[src/design/dsp_pkg.sv]
`default_nettype none

package dsp_pkg;

    localparam logic [5:0]  VC_RESET = 6'd32;
    localparam logic [20:0] DIST_MAX = 21'h1FFFFF;
    localparam logic        CMD_WRITE = 1'b0;
    localparam logic        CMD_RUN   = 1'b1;

    typedef struct packed {
        logic        command;
        logic [4:0]  row;
        logic [4:0]  col;
        logic [15:0] weight;
        logic        edge_present;
        logic [4:0]  source;
    } dsp_item_t;

    typedef struct packed {
        logic [4:0]  vertex;
        logic [20:0] distance;
        logic [4:0]  predecessor;
        logic        reachable;
        logic        last;
    } dsp_result_t;

    typedef enum logic [1:0] {
        ST_IDLE,
        ST_RELAX,
        ST_PICK,
        ST_OUT
    } dsp_state_t;

    typedef struct packed {
        logic write;
        logic start;
        logic relax;
        logic pick;
        logic emit;
    } dsp_cmd_t;

    typedef struct packed {
        logic src_ok;
        logic scan_done;
        logic found;
        logic emit_last;
        logic out_free;
    } dsp_status_t;

endpackage

`default_nettype wire

[src/design/dsp_ctrl.sv]
`default_nettype none

module dsp_ctrl (
    input  wire logic                clk,
    input  wire logic                rst_n,
    input  wire logic                item_valid,
    input  wire logic                item_command,
    output logic                     item_ready,
    input  wire dsp_pkg::dsp_status_t status,
    output dsp_pkg::dsp_cmd_t        cmd
);
    import dsp_pkg::*;

    dsp_state_t state_reg;
    dsp_state_t state_next;

    always_ff @(posedge clk or negedge rst_n)
    begin
        if (!rst_n)
        begin
            state_reg <= ST_IDLE;
        end
        else
        begin
            state_reg <= state_next;
        end
    end

    always_comb
    begin
        state_next = state_reg;
        cmd        = '0;
        item_ready = 1'b0;
        unique case (state_reg)
            ST_IDLE:
            begin
                item_ready = 1'b1;
                if (item_valid)
                begin
                    if (item_command == CMD_WRITE)
                    begin
                        cmd.write = 1'b1;
                    end
                    else
                    begin
                        cmd.start  = 1'b1;
                        state_next = status.src_ok ? ST_RELAX : ST_OUT;
                    end
                end
            end
            ST_RELAX:
            begin
                cmd.relax = 1'b1;
                if (status.scan_done)
                begin
                    state_next = ST_PICK;
                end
            end
            ST_PICK:
            begin
                if (status.found)
                begin
                    cmd.pick   = 1'b1;
                    state_next = ST_RELAX;
                end
                else
                begin
                    state_next = ST_OUT;
                end
            end
            ST_OUT:
            begin
                if (status.out_free)
                begin
                    cmd.emit = 1'b1;
                    if (status.emit_last)
                    begin
                        state_next = ST_IDLE;
                    end
                end
            end
            default:
            begin
                state_next = ST_IDLE;
            end
        endcase
    end

endmodule

`default_nettype wire

[config.mk]
export PLATFORM = sky130hd
export DESIGN_NAME = dsp_ctrl
export DESIGN_NICKNAME = d
export VERILOG_FILES = /design/src/design/dsp_pkg.sv /design/src/design/dsp_ctrl.sv
export SDC_FILE = /design/constraint.sdc
export NUM_CORES = 1
export LEC_CHECK = 0
export BUFFER_PORTS_ARGS = -buffer_cell sky130_fd_sc_hd__buf_2
export CELL_PAD_IN_SITES_DETAIL_PLACEMENT = 0
export CELL_PAD_IN_SITES_GLOBAL_PLACEMENT = 2
export CORE_AREA = 2 2 39 41
export DETAILED_ROUTE_END_ITERATION = 10
export DIE_AREA = 0 0 41 43
export PLACE_DENSITY = 0.66
export SLEW_MARGIN = 10
export SYNTH_ARGS = -nofsm -noshare
export SYNTH_HDL_FRONTEND = slang
export SYNTH_SLANG_ARGS = --single-unit
[constraint.sdc]
create_clock -name clk -period 1 [get_ports clk]
set_input_delay 0.05 -clock clk [delete_from_list [all_inputs] [get_ports clk]]
set_output_delay 0.05 -clock clk [all_outputs]
set_load 0.02 [all_outputs]
### After elaboration in Yosys (flattened, before gate mapping)

Index checks and enable logic that the tools add are counted.

* reductions and logical operators: 2
* equal/unequal tests: 8
* mux-type cells: 18

Operator list (count)
* 2-bit 2-to-1 mux: 9
* 2-bit != test, second input constant: 5
* 1-bit 2-to-1 mux: 8
* 2-bit case mux with 4 select lines: 1
* 5-bit AND reduction: 1
* 2-bit equality test, second input constant: 2
* 2-bit by 1-bit equality test with 1-bit output, second input constant: 1
* 2-bit zero test: 1

* register bits: 2

### Logic depth before layout (Yosys ltp)

* depth in word-level cells: 4
* depth in mapped cells: 3
* mapped depth without buffers: 2

### Worst setup path after synthesis

No wires, ideal clock.

* path type: flip-flop to output port
* start: reg state_reg[0]
* end: out cmd[4] (netlist bit)
* path slack: -0.309 ns
* stages on the path, launching flop included: 3
* data arrival time: 1.259 ns
* cell sequence: dfrtp_1 buf_4 nor4b_1

RTL lines
* from (decl): line dsp_ctrl.sv:14 `dsp_state_t state_reg;`
* from (signal assigned): line dsp_ctrl.sv:25 `state_reg <= state_next;`
* to (decl): line dsp_ctrl.sv:10 `output dsp_pkg::dsp_cmd_t cmd`

==> run metrics <==
clk_skew=~0.0011 ns; clk slew on worst S/H paths=approximately 0.030 ns; largest net degree at the start of global routing=7; PD cells=approximately 2600 mW/mm^2; I/O pins=15; DR vias/cell=4.145; Clk Latency, worst-skew pair=~0.22 ns; VDD IR max=~0.68 mV; Congestion Overflow GR=0; Clock Path Buffers=2; most frequent cells after synthesis=2 x a211oi_2, 2 x and3b_1, 2 x dfrtp_1; dpl hpwl=roughly 380 um; Placed Cells=45; fin. max-slew vios=0; start-to-end type of the worst setup path=flop to output port; Worst-Margin Slew=roughly 0.2 ns; Clock Tree Root=clkbuf_4; top_reg_cell synth=dfrtp_1; Area Growth Syn to Fin=138.9%; 1st-iter DRT viols=0; CTS tree=built; Row Count=14; r2r setup slk=-0.07 ns; Setup WS pre-CTS=-0.001891 ns; mapped cell area=163.9 sq um; Min-Delay Path Class=input pin to flop; CP Max Fanout=6; EDFF count, synth=0; cells after synthesis=16; Post-Syn Area per Cell=approximately 10 sq um; Distinct cells, synth=13; Routed WL per cell=approximately 11 um; first-pass GRT wire length=about 950 um; crit-path leading delay family=flip-flops; CP Launch Type=flop; register area share after synthesis=between 30% and 40%; Ant. Diodes=0; Port Buffer Count=14; Design Power=between 1 and 1.5 mW; starting density of the core=between 10% and 20%; Leak=0.1836 nW; Final period util=114.8%; synth warn=0; initial antenna violation count=0; final cell count without fillers=55; WP buf/inv=1; Pre-Repair DR Iteration Count=1; Max-cap violations=0; DRC=0; Nets=50; htree depth=1; final hold slack=approximately 0.14 ns; die height=43 um; Setup crit end kind=output port; crit path DAT=1.10 ns; failing checks=negative setup slack; min Tclk post-route=1.148 ns; status=finished, violations left; Setup WS post-layout=-0.1477 ns; gr usage total=under 10%; Post-Route WL=between 600 and 700 um; core area=around 0.0014 sq mm; Fmax=871.3 MHz; placed inst area=approximately 260 sq um; Synth top area share=between 30% and 40%; clock sink count=2; vias in the first global route=about 230; worst relative slew slack=86.54%; CP required=~0.95 ns; top post-synthesis cells by area=dfrtp_1 31%, a211oi_2 15%, and3b_1 11%; number of synthesized register bits=2; final hold vios=0; layout cells sized above 1=between 80% and 90%; post-synth net total=25; cell taking the most area after synthesis=dfrtp_1; Largest register FFs=2; unrepaired setup endpoints after global routing=yes; die width=about 41 um; final count of negative-setup-slack endpoints=8; async set-reset flop share out of synthesis=100.0%; Crit-path slowest cell=dfrtp_2; Die ar.=0.001763 sq mm; routability cong.=about 0.6; via total after detailed routing=approximately 230; Worst path max stage delay=~0.43 ns; cells along the critical path=nor4b_2, buf_4; Finished Cell Area=between 300 and 400 sq um; ANT nets after route=0; CTS buffer count=3
-- path summary, 6_finish.rpt --
kind / start / end / depth (start not counted)
min reg2reg: state_reg[0] / state_reg[1] / 3
min in group asynchronous: rst_n / state_reg[0] / 2
min: item_valid / state_reg[0] / 3
max: state_reg[0] / cmd[4] / 2
max in group asynchronous: rst_n / state_reg[1] / 2
max reg2reg: state_reg[0] / state_reg[0] / 4
-- per-stage QoR --
step	util, %	setup TNS (ns)
floorplan	-	-0.07553
global placement	18.54	0
detailed placement	18.54	-0.001891
CTS	26.58	-0.8999
global route	28.30	-1.116
finish	28.30	-0.7254
-- cell usage in the layout (no fill, tap or decap) --
cell and instances:
a211oi_2 2, a21oi_2 1, and2b_2 1, and3_2 1
and3b_1 1, and3b_2 1, and4_2 1, buf_2 9
buf_4 2, buf_6 9, clkbuf_4 3, dfrtp_2 2
dlygate4sd3_1 1, nand2_1 1, nand4bb_1 1, nor2_4 1
nor3_1 1, nor4b_2 1
-- where the power goes --
part           switching, mW  leakage (nW)  internal, mW
Combinational          0.266         0.150         0.399
Clock                 0.0433        0.0138         0.132
Sequential            0.0701        0.0200         0.127
-- cells by family after synthesis --
kind of cell	Yosys count	share of synthesized area (%)
and+or+nand+nor	10	46.56
AOI/OAI and AO/OA	3	18.32
DFF	2	30.54
buffers and inverters	1	4.582
-- layer usage --
metal	wire length [um]	up-vias	track usage, %
met5	0	-	0
met4	10	0	10.00
met3	78	2	4.712
met2	242	15	8.750
met1	291	102	12.26
li1	-	109	-
-- final cells by class --
| class | count | area [sq um] |
|---|---|---|
| clock buffers | 3 | 22.52 |
| flip-flops and latches | 2 | 52.55 |
| well taps | 16 | 20.02 |
| multi-input cells | 13 | 125.1 |
| repair buffers | 21 | 171.4 |
| fillers | 149 | 992.2 |
-- tightest hold or removal path, delay by kind of cell --
family | cells | cell delay, ns
buffers and inverters | 1 | 0.11
and+or+nand+nor | 1 | 0.09
AOI/OAI and AO/OA | 1 | 0.07
-- what timing repair did --
item	4_1_cts	5_1_grt
resized for setup	14	7
hold buffers	1	0
endpoints found under the setup margin	7	8
hold endpoints to repair	2	0
setup buffers	6	0
pin swaps	2	3
(Power assumes the default switching activity.)
